<file path="src/rtl/fcdos_pkg.sv">
`default_nettype none

package fcdos_pkg;

    localparam int TICK_PERIOD_US = 4;
    localparam int CHANNEL_COUNT  = 4;
    localparam int COUNTER_BITS   = 16;

    localparam int KIND_W   = 2;
    localparam int CH_W     = 2;
    localparam int DELAY_W  = 32;
    localparam int MAXD_W   = 18;
    localparam int OUT_CH_W = 4;
    localparam int OUT_CNT_W = 16;

    localparam logic [MAXD_W-1:0] MAX_DELAY_RESET = MAXD_W'(200000);

    // width reserved for the quotient of the clamped delay plus one: one bit more than the delay
    localparam int TICKS_W = MAXD_W + 1;
    localparam int EXT_W   = (COUNTER_BITS + 1 > TICKS_W) ? COUNTER_BITS + 1 : TICKS_W;

    typedef enum logic [KIND_W-1:0] {
        KIND_TICK   = 2'd0,
        KIND_ARM    = 2'd1,
        KIND_DISARM = 2'd2,
        KIND_NONE   = 2'd3
    } t_kind;

endpackage

`default_nettype wire

</file>
<file path="src/rtl/four_channel_delayed_output_scheduler_core.sv">
`default_nettype none

// Four one-shot output channels timed by a shared free-running tick counter.
// Each item is a timer tick, an arm (delay in microseconds, clamped to the
// maximum delay register and converted to ticks) or a disarm of one channel, and each
// item yields exactly one result: the channels that fired on it, all pin
// levels, the armed channels and the counter value after it. The block takes
// one item per clock unless o_in_stall is high; an item is registered on entry
// and its result is registered when the item is processed, which waits while
// the held result is stalled. The single register-to-register step holds the tick compare
// for all channels and the delay-to-target add. i_cfg_we writes the maximum
// delay and is meant for use while no item is in flight.
module four_channel_delayed_output_scheduler_core
    import fcdos_pkg::*;
(
    input  wire logic                 i_clk,
    input  wire logic                 i_rst_n,

    input  wire logic                 i_cfg_we,
    input  wire logic [MAXD_W-1:0]    i_cfg_data,

    input  wire logic                 i_in_valid,
    output logic                      o_in_stall,
    input  wire logic [KIND_W-1:0]    i_kind,
    input  wire logic [CH_W-1:0]      i_channel,
    input  wire logic                 i_action_level,
    input  wire logic [DELAY_W-1:0]   i_req_delay,

    output logic                      o_out_valid,
    input  wire logic                 i_out_stall,
    output logic [OUT_CH_W-1:0]       o_fired_mask,
    output logic [OUT_CH_W-1:0]       o_pin_levels,
    output logic [OUT_CH_W-1:0]       o_armed_mask,
    output logic [OUT_CNT_W-1:0]      o_tick_count
);

    // configuration
    logic [MAXD_W-1:0] r_max_delay;

    // input stage
    logic               r_s1_valid;
    logic [KIND_W-1:0]  r_s1_kind;
    logic [CH_W-1:0]    r_s1_ch;
    logic               r_s1_level;
    logic [DELAY_W-1:0] r_s1_delay;

    // channel state
    logic [COUNTER_BITS-1:0] r_cnt;
    logic [COUNTER_BITS-1:0] r_tgt [CHANNEL_COUNT];
    logic [CHANNEL_COUNT-1:0] r_wait;
    logic [CHANNEL_COUNT-1:0] r_armed;
    logic [CHANNEL_COUNT-1:0] r_pend;
    logic [CHANNEL_COUNT-1:0] r_pin;

    logic [COUNTER_BITS-1:0] n_cnt;
    logic [CHANNEL_COUNT-1:0] n_wait;
    logic [CHANNEL_COUNT-1:0] n_armed;
    logic [CHANNEL_COUNT-1:0] n_pin;
    logic [CHANNEL_COUNT-1:0] n_fired;

    // result register
    logic                    r_out_valid;
    logic [CHANNEL_COUNT-1:0] r_fired;
    logic [CHANNEL_COUNT-1:0] r_res_pin;
    logic [CHANNEL_COUNT-1:0] r_res_armed;
    logic [COUNTER_BITS-1:0] r_res_cnt;

    logic out_free;
    logic proc;
    logic accept;
    logic is_tick;
    logic is_arm;
    logic is_disarm;
    logic ch_ok;

    logic [MAXD_W-1:0]       d_clamp;
    logic [EXT_W-1:0]        ticks;
    logic [EXT_W-1:0]        ticks_cap;
    logic [EXT_W-1:0]        sum;
    logic [COUNTER_BITS-1:0] cnt_inc;
    logic                    wrap;
    logic [COUNTER_BITS-1:0] arm_tgt;
    logic                    arm_wait;

    localparam logic [EXT_W-1:0] CNT_MAX_EXT =
        {{(EXT_W-COUNTER_BITS){1'b0}}, {COUNTER_BITS{1'b1}}};

    assign out_free   = !r_out_valid || !i_out_stall;
    assign proc       = r_s1_valid && out_free;
    assign o_in_stall = r_s1_valid && !out_free;
    assign accept     = i_in_valid && !o_in_stall;

    assign is_tick   = (r_s1_kind == KIND_TICK);
    assign is_arm    = (r_s1_kind == KIND_ARM);
    assign is_disarm = (r_s1_kind == KIND_DISARM);
    assign ch_ok     = (32'(r_s1_ch) < 32'(CHANNEL_COUNT));

    // delay to target
    always_comb begin
        if (r_s1_delay > DELAY_W'(r_max_delay)) begin
            d_clamp = r_max_delay;
        end else begin
            d_clamp = r_s1_delay[MAXD_W-1:0];
        end
        ticks = EXT_W'(d_clamp) / EXT_W'(TICK_PERIOD_US) + EXT_W'(1);
        ticks_cap = (ticks > CNT_MAX_EXT) ? CNT_MAX_EXT : ticks;
        sum = EXT_W'(r_cnt) + ticks_cap;
        arm_tgt  = sum[COUNTER_BITS-1:0];
        arm_wait = sum[COUNTER_BITS];
    end

    assign cnt_inc = r_cnt + COUNTER_BITS'(1);
    assign wrap    = (cnt_inc == '0);

    always_comb begin
        n_cnt   = r_cnt;
        n_wait  = r_wait;
        n_armed = r_armed;
        n_pin   = r_pin;
        n_fired = '0;
        if (is_tick) begin
            n_cnt = cnt_inc;
            for (int c = 0; c < CHANNEL_COUNT; c++) begin
                // wait flags clear on the wrap before the compare
                if (wrap) begin
                    n_wait[c] = 1'b0;
                end
                if (r_armed[c] && !n_wait[c] && r_tgt[c] == cnt_inc) begin
                    n_pin[c]   = r_pend[c];
                    n_armed[c] = 1'b0;
                    n_fired[c] = 1'b1;
                end
            end
        end else if (is_arm && ch_ok) begin
            for (int c = 0; c < CHANNEL_COUNT; c++) begin
                if (32'(r_s1_ch) == c) begin
                    n_wait[c]  = arm_wait;
                    n_armed[c] = 1'b1;
                end
            end
        end else if (is_disarm && ch_ok) begin
            for (int c = 0; c < CHANNEL_COUNT; c++) begin
                if (32'(r_s1_ch) == c) begin
                    n_wait[c]  = 1'b0;
                    n_armed[c] = 1'b0;
                end
            end
        end
    end

    always_ff @(posedge i_clk) begin
        if (!i_rst_n) begin
            r_max_delay <= MAX_DELAY_RESET;
        end else if (i_cfg_we) begin
            r_max_delay <= i_cfg_data;
        end
    end

    always_ff @(posedge i_clk) begin
        if (!i_rst_n) begin
            r_s1_valid <= 1'b0;
        end else if (accept) begin
            r_s1_valid <= 1'b1;
        end else if (proc) begin
            r_s1_valid <= 1'b0;
        end
    end

    always_ff @(posedge i_clk) begin
        if (accept) begin
            r_s1_kind  <= i_kind;
            r_s1_ch    <= i_channel;
            r_s1_level <= i_action_level;
            r_s1_delay <= i_req_delay;
        end
    end

    always_ff @(posedge i_clk) begin
        if (!i_rst_n) begin
            r_cnt   <= '0;
            r_wait  <= '0;
            r_armed <= '0;
            r_pin   <= '0;
        end else if (proc) begin
            r_cnt   <= n_cnt;
            r_wait  <= n_wait;
            r_armed <= n_armed;
            r_pin   <= n_pin;
        end
    end

    always_ff @(posedge i_clk) begin
        for (int c = 0; c < CHANNEL_COUNT; c++) begin
            if (proc && is_arm && ch_ok && 32'(r_s1_ch) == c) begin
                r_tgt[c]  <= arm_tgt;
                r_pend[c] <= r_s1_level;
            end
        end
    end

    always_ff @(posedge i_clk) begin
        if (!i_rst_n) begin
            r_out_valid <= 1'b0;
        end else if (proc) begin
            r_out_valid <= 1'b1;
        end else if (!i_out_stall) begin
            r_out_valid <= 1'b0;
        end
    end

    always_ff @(posedge i_clk) begin
        if (proc) begin
            r_fired     <= n_fired;
            r_res_pin   <= n_pin;
            r_res_armed <= n_armed;
            r_res_cnt   <= n_cnt;
        end
    end

    assign o_out_valid = r_out_valid;

    always_comb begin
        o_fired_mask = '0;
        o_pin_levels = '0;
        o_armed_mask = '0;
        for (int c = 0; c < OUT_CH_W; c++) begin
            if (c < CHANNEL_COUNT) begin
                o_fired_mask[c] = r_fired[c];
                o_pin_levels[c] = r_res_pin[c];
                o_armed_mask[c] = r_res_armed[c];
            end
        end
    end

    logic [EXT_W+OUT_CNT_W-1:0] cnt_ext;
    assign cnt_ext      = (EXT_W+OUT_CNT_W)'(r_res_cnt);
    assign o_tick_count = cnt_ext[OUT_CNT_W-1:0];

    // only tick items can fire a channel
    a_fire_only_on_tick: assert property (@(posedge i_clk) disable iff (!i_rst_n)
        proc && !is_tick |=> r_fired == '0)
        else $error("channel fired on a non-tick item");

    // a channel fires only if it was armed
    a_fire_needs_armed: assert property (@(posedge i_clk) disable iff (!i_rst_n)
        proc |=> (r_fired & ~$past(r_armed)) == '0)
        else $error("unarmed channel fired");

    // a fired channel is disarmed in the same result
    a_fired_disarmed: assert property (@(posedge i_clk) disable iff (!i_rst_n)
        r_out_valid |-> (r_fired & r_res_armed) == '0)
        else $error("fired channel still armed");

    // the counter moves only on tick items, and then by one
    a_cnt_step: assert property (@(posedge i_clk) disable iff (!i_rst_n)
        proc && !is_tick |=> r_cnt == $past(r_cnt))
        else $error("counter moved on a non-tick item");

endmodule

`default_nettype wire
</file>
<file path="config.mk">
export PLATFORM = sky130hd
export DESIGN_NAME = four_channel_delayed_output_scheduler_core
export DESIGN_NICKNAME = d
export VERILOG_FILES = /design/src/rtl/fcdos_pkg.sv /design/src/rtl/four_channel_delayed_output_scheduler_core.sv
export SDC_FILE = /design/constraint.sdc
export NUM_CORES = 1
export LEC_CHECK = 0
export BUFFER_PORTS_ARGS = -buffer_cell sky130_fd_sc_hd__buf_2
export CORE_MARGIN = 1.5
export CORE_UTILIZATION = 55
export CTS_CLUSTER_DIAMETER = 60
export DETAILED_ROUTE_END_ITERATION = 12
export MAX_ROUTING_LAYER = met4
export PLACE_DENSITY_LB_ADDON = 0.15
export SLEW_MARGIN = 10
export SYNTH_ARGS = -nofsm -noshare
export SYNTH_HDL_FRONTEND = slang
export SYNTH_SLANG_ARGS = --single-unit
</file>
<file path="constraint.sdc">
create_clock -name i_clk -period 16.1 [get_ports i_clk]
set_input_delay 3.22 -clock i_clk [delete_from_list [all_inputs] [get_ports i_clk]]
set_output_delay 3.22 -clock i_clk [all_outputs]
set_load 0.03 [all_outputs]
</file>
== After elaboration in Yosys (flattened, before gate mapping) ==
Memory sizes are Yosys's and may differ from the RTL's.
Cells that the tools add are included.

* Add/sub/neg operators: 3
* $lt $le $gt $ge: 2
* Equal/unequal tests: 10
* Mux-type cells: 67
* Reduce and logical (&&, ||, !) cells: 41

{| class="wikitable"
|+ Operators by type and width
! cell !! count
|-
| 16-bit == test || 4
|-
| 16-bit two-way mux || 4
|-
| 1-bit two-way mux || 51
|-
| 16-bit OR reduction || 3
|-
| 32-bit by 18-bit greater-than comparator with 1-bit output || 1
|-
| 4-bit two-way mux || 7
|-
| 18-bit two-way mux || 1
|-
| 16-bit by 1-bit adder with 17-bit output, second input constant || 1
|-
| 16-bit by 17-bit adder with 17-bit output || 1
|-
| 17-bit by 16-bit greater-than comparator with 1-bit output, second input constant || 1
|-
| 17-bit two-way mux || 1
|-
| 16-bit by 1-bit adder with 16-bit output, second input constant || 1
|-
| 1-bit logical AND || 16
|-
| 16-bit zero test || 1
|-
| 3-bit AND reduction || 4
|-
| 2-bit nonzero test || 5
|-
| 1-bit zero test || 8
|-
| 2-bit == test, second input constant || 3
|-
| 2-bit two-way mux || 3
|-
| 2-bit by 1-bit == test with 1-bit output, second input constant || 2
|-
| 2-bit zero test || 2
|-
| 3-bit nonzero test || 1
|-
| 2-bit by 1-bit != test with 1-bit output, second input constant || 1
|-
| 1-bit logical OR || 1
|}

* Bits in registers: 117
* RAM bits: 64
* Output and inout bits: 30
* Word-level logic and storage cells: 146
* Memories kept: 1

{| class="wikitable"
|+ Memories
! name !! words !! bits a word !! rd ports !! clocked after Yosys merged registers in !! wr ports !! line !! source
|-
| r_tgt || 4 || 16 || 4 || 0 || 1 || four_channel_delayed_output_scheduler_core.sv:49 || <nowiki>logic [COUNTER_BITS-1:0] r_tgt [CHANNEL_COUNT];</nowiki>
|}

== Longest topological paths before layout ==
Gate-level depths: netlist (run 1).

* Depth after elaboration: 11
* Depth in mapped cells: 33
* Gate-level depth less buffers: 28

== Least setup slack after synthesis (run 1) ==
No wires, ideal clock.

* Path type: input port to output port
* From: input port i_out_stall
* To: output port o_in_stall
* Arrival: 3571 ps
* Required time: 12880 ps
* Slack: 9309 ps
* Cell stages on the path: 1
* Path buffers: 0
* Cell sequence: and3_1

* Longest elaborated chain between the ends: 4

{| class="wikitable"
|+ RTL lines
! what !! line !! source
|-
| start: declaration || four_channel_delayed_output_scheduler_core.sv:30 || <nowiki>input wire logic i_out_stall,</nowiki>
|-
| 1-bit zero test || n/a ||
|-
| 1-bit logical OR || four_channel_delayed_output_scheduler_core.sv:88 || <nowiki>assign out_free = !r_out_valid || !i_out_stall;</nowiki>
|-
| 1-bit zero test || four_channel_delayed_output_scheduler_core.sv:90 || <nowiki>assign o_in_stall = r_s1_valid && !out_free;</nowiki>
|-
| 1-bit logical AND || four_channel_delayed_output_scheduler_core.sv:90 ||
|-
| end: declaration || four_channel_delayed_output_scheduler_core.sv:23 || <nowiki>output logic o_in_stall,</nowiki>
|}

No other way between the ends.

== Worst setup path in the final report (run 1) ==
Ends and elaborated chain as after synthesis.

==> flow_summary.ini, run 1 <==
[status]
status = finished clean

[placement]
place.gp.congestion = 0.895
dp_hpwl_microns = 16200
io_buffer_count = 89
dp.cells = 1195

[cts]
cts.sinks = 181
insertion_delay_ps = 430
clock-root-buffer = clkbuf_16
post_cts_buffers = 0
cts_buffers = 17
h-tree-depth = 4
clock_path_buffers = 2
cts_tree = yes
postCtsHoldBufs = 0
clk_pin_slew_ps = 70
cts_resized = 0

[synth]
synth-simple-area-share = 0.164
ys_warn_count = 0
avgSynthCellArea_sq_um = 10.8
synth_fa_ha_area_frac = 0.0478
synth_mux_area_frac = 0.0191
synthCells = 914
yosysUniqueCellTypes = 70
ys_ff_latch = 181
synthArstFlopShare = 0
ys_seq_area_frac = 0.503
synth_xor_area_frac = 0.139
syn_area_sq_um = 9850
ys_top_cells_by_area = edfxtp_1 41%, dfxtp_1 9.8%, xnor2_1 6.3%
synth_compound_area_frac = 0.0963
synth_nets = 1011
synth_top_family_by_area = simple AND/OR/NAND/NOR gates
synth-edff-count = 133
synth_top_area_frac = 0.405
yosys.area.top_type = edfxtp_1
synth_ff_type = edfxtp_1

[critical_path]
cp_data_arrival_time_ps = 3780
end_kind = output port
path_max_fanout = 3
worstPathRequired_ps = 12880
critPathLaunchType = input port
crit_type = input port to output port

[sta]
rsz0062_at_grt = false
fin_crit_ps = 7000
slew_viol_final = 0
period_share = 0.435
relSlewSlack = 0.319
finalSetupTns_ps = 0
setup_viol_count_final = 0
fmax_mhz = 143
clock_skew_ps = 13.4
final_hold_viol_count = 0
worst_pin_slew_ps = 1020

[detailed_routing]
viasPerCell = 5.78
drc = 0
first_pass_iters = 4
wl_per_cell_microns = 18.0
dr_total_vias = 7095
drt_iter0_drc = 431
ant_nets = 0
drt_wl_total_microns = 22100

[global_routing]
antenna_found_initial = 0
grt_max_degree = 40
grt_pass1_vias = 6804
grt_use_total = 0.255
grt_pass1_wl_microns = 35000
grt.overflow.total = 0

[run]
drv_cap = 0

[power_and_ir_drop]
power.density_nw_per_um2 = 89.3
ir_worst_vdd_mv = 0.0879
p_leak_nw = 4.20

[die]
initial_utilization = 0.566
num_rows = 48
io_pins = 90
die_x_microns = 137
core_sq_um = 17400
fp.dieArea_sq_um = 18700
die_h_microns = 137

[layout]
fin_nets = 1086
layout-drive-gt1-share = 0.147
syn_to_final_growth_pct = 11.6
layout.cells.non_filler = 1227
num_antenna_cells = 0

[min_path]
hold_path_class = flop to flop
-- cell usage in the layout, fill, tap and decap left out, types with 3 or more instances in the layout --
| cell | n |
|---|---|
| and2_1 | 5 |
| edfxtp_1 | 133 |
| xnor3_1 | 15 |
| dfxtp_1 | 48 |
| and3_1 | 12 |
| o211ai_1 | 10 |
| xor2_1 | 47 |
| a32o_1 | 4 |
| buf_4 | 7 |
| mux2i_1 | 12 |
| nor4_1 | 10 |
| nor2_1 | 77 |
| clkinv_2 | 4 |
| mux2_2 | 6 |
| a31oi_1 | 7 |
| nand2b_1 | 5 |
| nand2_1 | 81 |
| nand3_1 | 29 |
| ha_1 | 36 |
| clkbuf_1 | 3 |
| nor3_1 | 27 |
| xnor2_1 | 71 |
| a211o_1 | 3 |
| clkbuf_16 | 17 |
| or2_2 | 4 |
| inv_6 | 4 |
| buf_2 | 89 |
| o21ai_0 | 51 |
| clkinvlp_4 | 3 |
| and4_1 | 7 |
| a21oi_1 | 42 |
| nor2b_1 | 6 |
| o2111ai_1 | 5 |
| nor3b_1 | 4 |
| a21o_1 | 5 |
| inv_1 | 34 |
| or3_1 | 11 |
| or4_1 | 3 |
| nand4_1 | 23 |
-- cells by family (layout without fill, tap and decap cells) --
group,after synthesis,count (layout)
adder cells (fa/ha/maj),37,37
XOR/XNOR,133,133
multiplexers,18,18
flip-flops,181,181
AND/OR/NAND/NOR,318,318
AO/OA/AOI/OAI,152,152
buffers and inverters,75,163
-- cell usage after synthesis, types with 3 or more instances --
| cell | number |
|---|---|
| a211o_1 | 3 |
| xor2_1 | 47 |
| buf_1 | 3 |
| nor2b_1 | 7 |
| nor3_1 | 28 |
| a21o_1 | 5 |
| inv_1 | 34 |
| mux2_2 | 6 |
| nand3_1 | 29 |
| nor3b_1 | 4 |
| o2111ai_1 | 5 |
| nor4_1 | 10 |
| mux2i_1 | 12 |
| nand2_1 | 81 |
| a21oi_1 | 42 |
| and3_1 | 12 |
| clkbuf_1 | 29 |
| o21ai_0 | 51 |
| xnor2_1 | 71 |
| edfxtp_1 | 133 |
| or3_1 | 11 |
| nand4_1 | 23 |
| xnor3_1 | 15 |
| and4_1 | 7 |
| and2_1 | 5 |
| or4_1 | 3 |
| ha_1 | 36 |
| or2_2 | 4 |
| o211ai_1 | 10 |
| a32o_1 | 4 |
| buf_2 | 4 |
| dfxtp_1 | 48 |
| nor2_1 | 77 |
| nand2b_1 | 5 |
| a31oi_1 | 7 |
-- worst max-delay path, cell delays in order --
cell    delay [ps]
buf_2           90
and3_1         240
buf_2          230
-- final timing paths --
kind	depth (start not counted)	to	from	slack, ps
hold reg to reg	2	r_pin[1]	r_pin[1]	490
setup reg to reg	27	r_tgt[2][15]	r_s1_delay[15]	9330
hold / removal	2	r_pin[1]	r_pin[1]	490
setup / recovery	3	o_in_stall	i_out_stall	9100
-- state kept, by name, indices dropped and copies added, names as in the netlist --
signal        flops
r_s1_level        1
o_pin_levels      4
r_tgt            64
r_s1_kind         2
o_fired_mask      4
r_max_delay      18
r_pin             4
r_cnt            16
r_s1_delay       32
o_armed_mask      4
o_tick_count     16
r_pend            4
r_s1_valid        1
r_s1_ch           2
o_out_valid       1
r_wait            4
r_armed           4
-- report_power, final --
part / internal (mW) / switching [mW] / leakage, nW
logic: 0.0298 / 0.0504 / 2.33
clock network: 0.197 / 0.175 / 0.249
registers: 0.517 / 0.0123 / 1.62
-- per-stage QoR --
step | utilization | instance area, sq um | power (mW) | hold slack [ps] | setup slack [ps]
after floorplan | - | 9850 | 0.590 | 447 | 9310
after global placement | 0.602 | 10500 | 0.618 | 460 | 9110
after detailed placement | 0.602 | 10500 | 0.619 | 473 | 9100
after CTS | 0.631 | 11000 | 0.986 | 488 | 9100
after global routing | 0.631 | 11000 | 1.02 | 531 | 8820
final | 0.631 | 11000 | 0.982 | 494 | 9100
-- layer usage --
| layer | part of all wire | global-route usage | vias up | wire length (microns) |
|---|---|---|---|---|
| met5 | 0 | - | - | 0 |
| met4 | 0.025 | 0.0965 | 0 | 554 |
| met3 | 0.041 | 0.0433 | 35 | 909 |
| met2 | 0.51 | 0.435 | 203 | 11300 |
| met1 | 0.42 | 0.304 | 3388 | 9340 |
| li1 | - | - | 3469 | - |
-- cell type report --
type	count	area (sq um)
Clock buffer	20	437
Clock inverter	12	81.3
Fill cell	1431	6420
Inverter	35	131
Multi-Input combinational cell	658	4610
Sequential cell	181	4950
Tap cell	225	282
Timing Repair Buffer	96	498
Power figures use the tool's default switching activity.
==> run 2, diff against run 1 <==
Settings changed: CORE_UTILIZATION 55 to 54.
Clock period 16.1 ns to 6.13 ns, I/O delays scaled along.
==> run 2 against run 1 <==
  * Combinational power rose to 2.8 times the previous value
  * Power rose to 2.7 times the previous value
  * Cell area up 2.6%
  * Wire length up 4.2%
  * Cell count up 2.1%
  * Worst setup slack worse by 8700 ps
  * Non-clock buffer count up 22
  * Clock skew about the same
  * Hold slack worse by 18 ps
==> flow_summary.ini, run 2 (synthesis gave the netlist of run 1 again) <==
[status]
status = finished clean

[global_routing]
grt_pass1_wl_microns = 36400
grt_pass1_vias = 6988
antenna_found_initial = 0
grt.overflow.total = 0
grt_max_degree = 40
grt_use_total = 0.251

[cts]
cts_buffers = 17
postCtsHoldBufs = 0
cts.sinks = 181
clk_pin_slew_ps = 70
clock-root-buffer = clkbuf_16
clock_path_buffers = 2
h-tree-depth = 4
cts_tree = yes
insertion_delay_ps = 430

[detailed_routing]
wl_per_cell_microns = 18.4
viasPerCell = 5.72
dr_total_vias = 7169
ant_nets = 0
first_pass_iters = 5
drt_wl_total_microns = 23100
drt_iter0_drc = 483
drc = 0

[layout]
final_common_cell = edfxtp_1
largest_reg_flops = 64
num_antenna_cells = 0
fin_nets = 1108
top_regs = r_tgt x64, r_s1_delay x32, r_max_delay x18
fin_area_sq_um = 11300
filler_cell_count = 1488
layout.cells.non_filler = 1253
syn_to_final_growth_pct = 14.5
fin_util = 0.630
top_register = r_tgt
layout_common_cells = 133 x edfxtp_1, 89 x buf_2, 81 x nand2_1
layout-drive-gt1-share = 0.180

[sta]
slew_viol_final = 0
fmax_mhz = 174
relSlewSlack = 0.295
final_hold_viol_count = 0
fin_crit_ps = 5750
worst_pin_slew_ps = 1050
clock_skew_ps = 13.0
fin_hold_ws_ps = 476
setup_viol_count_final = 0
period_share = 0.938

[critical_path]
path_max_fanout = 16
worstPathRequired_ps = 6290
slowest_delay_ps = 600
cp_slowest_cell = or4_4
cpLargestDelayFamily = simple AND/OR/NAND/NOR gates
cp_num_buf_inv = 0
end_kind = flop
critPathLaunchType = flop
crit_type = flop to flop
cp_data_arrival_time_ps = 5910

[die]
core_sq_um = 17900
num_rows = 49
io_pins = 90
die_h_microns = 138
fp.dieArea_sq_um = 19100
initial_utilization = 0.550
die_x_microns = 138

[run]
drv_cap = 0

[power_and_ir_drop]
power_mw = 2.69
ir_worst_vdd_mv = 0.193
p_leak_nw = 4.34
p_comb_frac = 0.084
internal_power_mw = 2.05
p_sw_uw = 644
seqPwrFrac = 0.515
clock_power_share = 0.400
swShare = 0.239
power.density_nw_per_um2 = 239

[placement]
place.gp.congestion = 0.910
io_buffer_count = 89
dp_hpwl_microns = 16800
placed_area_sq_um = 10600
dp.cells = 1212

[min_path]
hold_path_class = flop to flop
-- run 2: final timing paths --
path | end | startpoint | cells past startpoint | slack (ps)
min reg2reg | r_pin[0] | r_pin[0] | 2 | 480
max | r_tgt[1][15] | r_s1_delay[15] | 25 | 380
max reg2reg | r_tgt[1][15] | r_s1_delay[15] | 25 | 380
min | r_pin[0] | r_pin[0] | 2 | 480
-- run 2: power by group through the flow --
stage | combinational (mW) | clock, mW | sequential (mW)
final | 0.227 | 1.08 | 1.39
after global placement | 0.218 | 0 | 1.41
after global routing | 0.250 | 1.14 | 1.39
after CTS | 0.221 | 1.09 | 1.39
after floorplan | 0.127 | 0 | 1.42
after detailed placement | 0.220 | 0 | 1.41
-- run 2: what timing repair did --
action | 4_1_cts | 5_1_grt
resized for setup | 0 | 14
setup endpoints to repair | 0 | 28
setup buffers | 0 | 9
-- run 2: metrics by stage --
step | setup TNS [ps] | worst slack [ps]
finish | 0 | 383
global route | -30.6 | -11.8
CTS | 0 | 94.5
detailed placement | 0 | 115
global placement | 0 | 300
floorplan | 0 | 11.9
-- run 2: layout make-up --
cell class | instances | area, sq um | share of cell area
clock inverters | 14 | 149 | 0.0132
multi-input cells | 658 | 4660 | 0.413
inverters | 35 | 131 | 0.0116
flip-flops and latches | 181 | 4960 | 0.439
clock buffers | 18 | 429 | 0.0380
repair buffers | 118 | 663 | 0.0588
well taps | 229 | 287 | 0.0254
-- run 2: routing by layer --
metal / up-vias / track usage / wire length (microns)
li1: 3506 / - / -
met1: 3384 / 0.306 / 9690
met2: 234 / 0.428 / 11700
met3: 45 / 0.0357 / 1070
met4: 0 / 0.0892 / 627
met5: - / - / 0
-- run 2: worst reg2reg max path, cell delays in order, from the launching register on --
cell,delay (ps)
edfxtp_1,430
ha_1,340
nand4_1,210
or4_4,600
nor3_1,140
a21oi_1,90
o21ai_2,120
nand2_1,80
o21ai_0,120
ha_2,280
and4_1,240
nor2b_1,180
nor2b_1,230
a31oi_1,120
or2_4,310
nand2b_1,150
ha_1,250
a21o_1,150
a21o_1,210
a21oi_2,160
o21ai_1,120
a41oi_2,240
a21oi_1,140
a211o_1,300
a21oi_2,180
xnor2_2,110
==> run 3, diff against run 2 <==
Settings changed: CELL_PAD_IN_SITES_DETAIL_PLACEMENT set to 2, CELL_PAD_IN_SITES_GLOBAL_PLACEMENT set to 2, CORE_UTILIZATION 54 to 36.
==> run 3 against run 2 <==
  * Clock skew increased by 6.7 ps
  * Sequential power is essentially flat
  * Wire length up 31%
  * Register-to-register slack worse by 150 ps
  * Clock power is 4% higher
  * First-iteration DRC count shrank 29%
  * Worst setup slack got worse by 150 ps
  * Critical endpoint is now r_tgt[0][15]
  * Largest cell class unchanged
  * Highest routed layer unchanged
==> flow_summary.ini, run 3 (synthesis gave the netlist of run 1 again) <==
[status]
status = finished clean

[cts]
clock-root-buffer = clkbuf_16
insertion_delay_ps = 450
h-tree-depth = 4
clk_pin_slew_ps = 80
cts_buffers = 17
cts.sinks = 181
clock_path_buffers = 2
cts_tree = yes

[critical_path]
cp_slowest_cell = or4_1
slowest_delay_ps = 590
rr_startpoint = r_max_delay[15]
r2r_slack_ps = 230
end_kind = flop
cp_data_arrival_time_ps = 6080
startpoint = r_max_delay[15]
path_max_fanout = 6
critPathLaunchType = flop
worstPathRequired_ps = 6310
cp_common_cell = a21oi_1
crit_type = flop to flop

[detailed_routing]
ant_nets = 0
wl_per_cell_microns = 21.9
drt_wl_total_microns = 30200
drc = 0
drt_iter0_drc = 344
dr_total_vias = 7425
viasPerCell = 5.40
first_pass_iters = 4

[sta]
final_hold_viol_count = 0
finalSetupTns_ps = 0
fin_crit_ps = 5900
relSlewSlack = 0.258
fmax_mhz = 170
fin_hold_ws_ps = 492
slew_viol_final = 0
setup_viol_count_final = 0
worst_pin_slew_ps = 1110
clock_skew_ps = 19.7
period_share = 0.962

[die]
core_sq_um = 26900
die_h_microns = 168
fp.dieArea_sq_um = 28400
io_pins = 90
num_rows = 60
die_x_microns = 168
initial_utilization = 0.367

[layout]
largest_reg_flops = 64
top_register = r_tgt
final_common_cell = edfxtp_1
layout_common_cells = 133 x edfxtp_1, 89 x buf_2, 81 x nand2_1
fin_nets = 1118
multi_input_area_sq_um = 4670
layout.cells.non_filler = 1375
fin_area_sq_um = 11500
num_antenna_cells = 0
syn_to_final_growth_pct = 16.9
layout-drive-gt1-share = 0.187
top_regs = r_tgt x64, r_s1_delay x32, r_max_delay x18
filler_cell_count = 2854
regArea_sq_um = 4950

[run]
drv_cap = 0

[global_routing]
grt_use_total = 0.228
grt.overflow.total = 0
antenna_found_initial = 0
grt_max_degree = 39
grt_pass1_wl_microns = 47200
grt_pass1_vias = 8227

[placement]
place.gp.congestion = 0.872
io_buffer_count = 89
dp_hpwl_microns = 22500
placed_area_sq_um = 10800
dp.cells = 1336

[min_path]
hold_path_class = flop to flop
worstHoldStart = r_pin[3]

[power_and_ir_drop]
p_leak_nw = 4.40
power_mw = 2.76
ir_worst_vdd_mv = 0.169
power.density_nw_per_um2 = 239
## run 3: report_power, final
part           total (mW)  switching (mW)  internal (mW)  leakage, nW
Sequential           1.39          0.0321           1.36         1.62
Combinational       0.244           0.153         0.0901         2.50
Clock                1.12           0.573          0.549        0.287
## run 3: metrics by stage
| step | utilization | worst slack [ps] |
|---|---|---|
| detailed placement | 0.402 | 62.4 |
| global placement | 0.402 | 274 |
| CTS | 0.424 | 9.15 |
| finish | 0.428 | 234 |
| global route | 0.428 | -136 |
| floorplan | - | 11.9 |
## run 3: final cells by class
type / instances / share of cell area
Sequential cell: 181 / 0.430
Timing Repair Buffer: 128 / 0.0641
Multi-Input combinational cell: 658 / 0.406
Clock buffer: 18 / 0.0373
Inverter: 35 / 0.0114
Clock inverter: 14 / 0.0139
Tap cell: 341 / 0.0371
## run 3: repair_timing
item / CTS / global route
hold buffers: 0 / 0
gates resized for setup: 1 / 11
pin swaps: 0 / 4
endpoints found under the setup margin: 6 / 28
setup buffers: 0 / 7
hold endpoints to repair: 0 / 0
## run 3: worst paths after layout
kind	end	cells after the start
hold reg to reg	r_pin[3]	2
hold / removal	r_pin[3]	2
setup reg to reg	r_tgt[0][15]	27
setup / recovery	r_tgt[0][15]	27
## run 3: per-layer routing
metal	wire (microns)	track usage	vias up
li1	-	-	3531
met1	12900	0.265	3755
met2	15900	0.413	110
met3	766	0.0296	29
met4	575	0.0625	0
met5	0	-	-
## run 3: worst max-delay path, delay by kind of cell (launching register included)
kind            cells  cell delay [ps]
compound gates     12             1980
xor+xnor            1              130
fa+ha+maj           3              870
buf+inv             1              100
flops               1              380
simple gates       10             2160
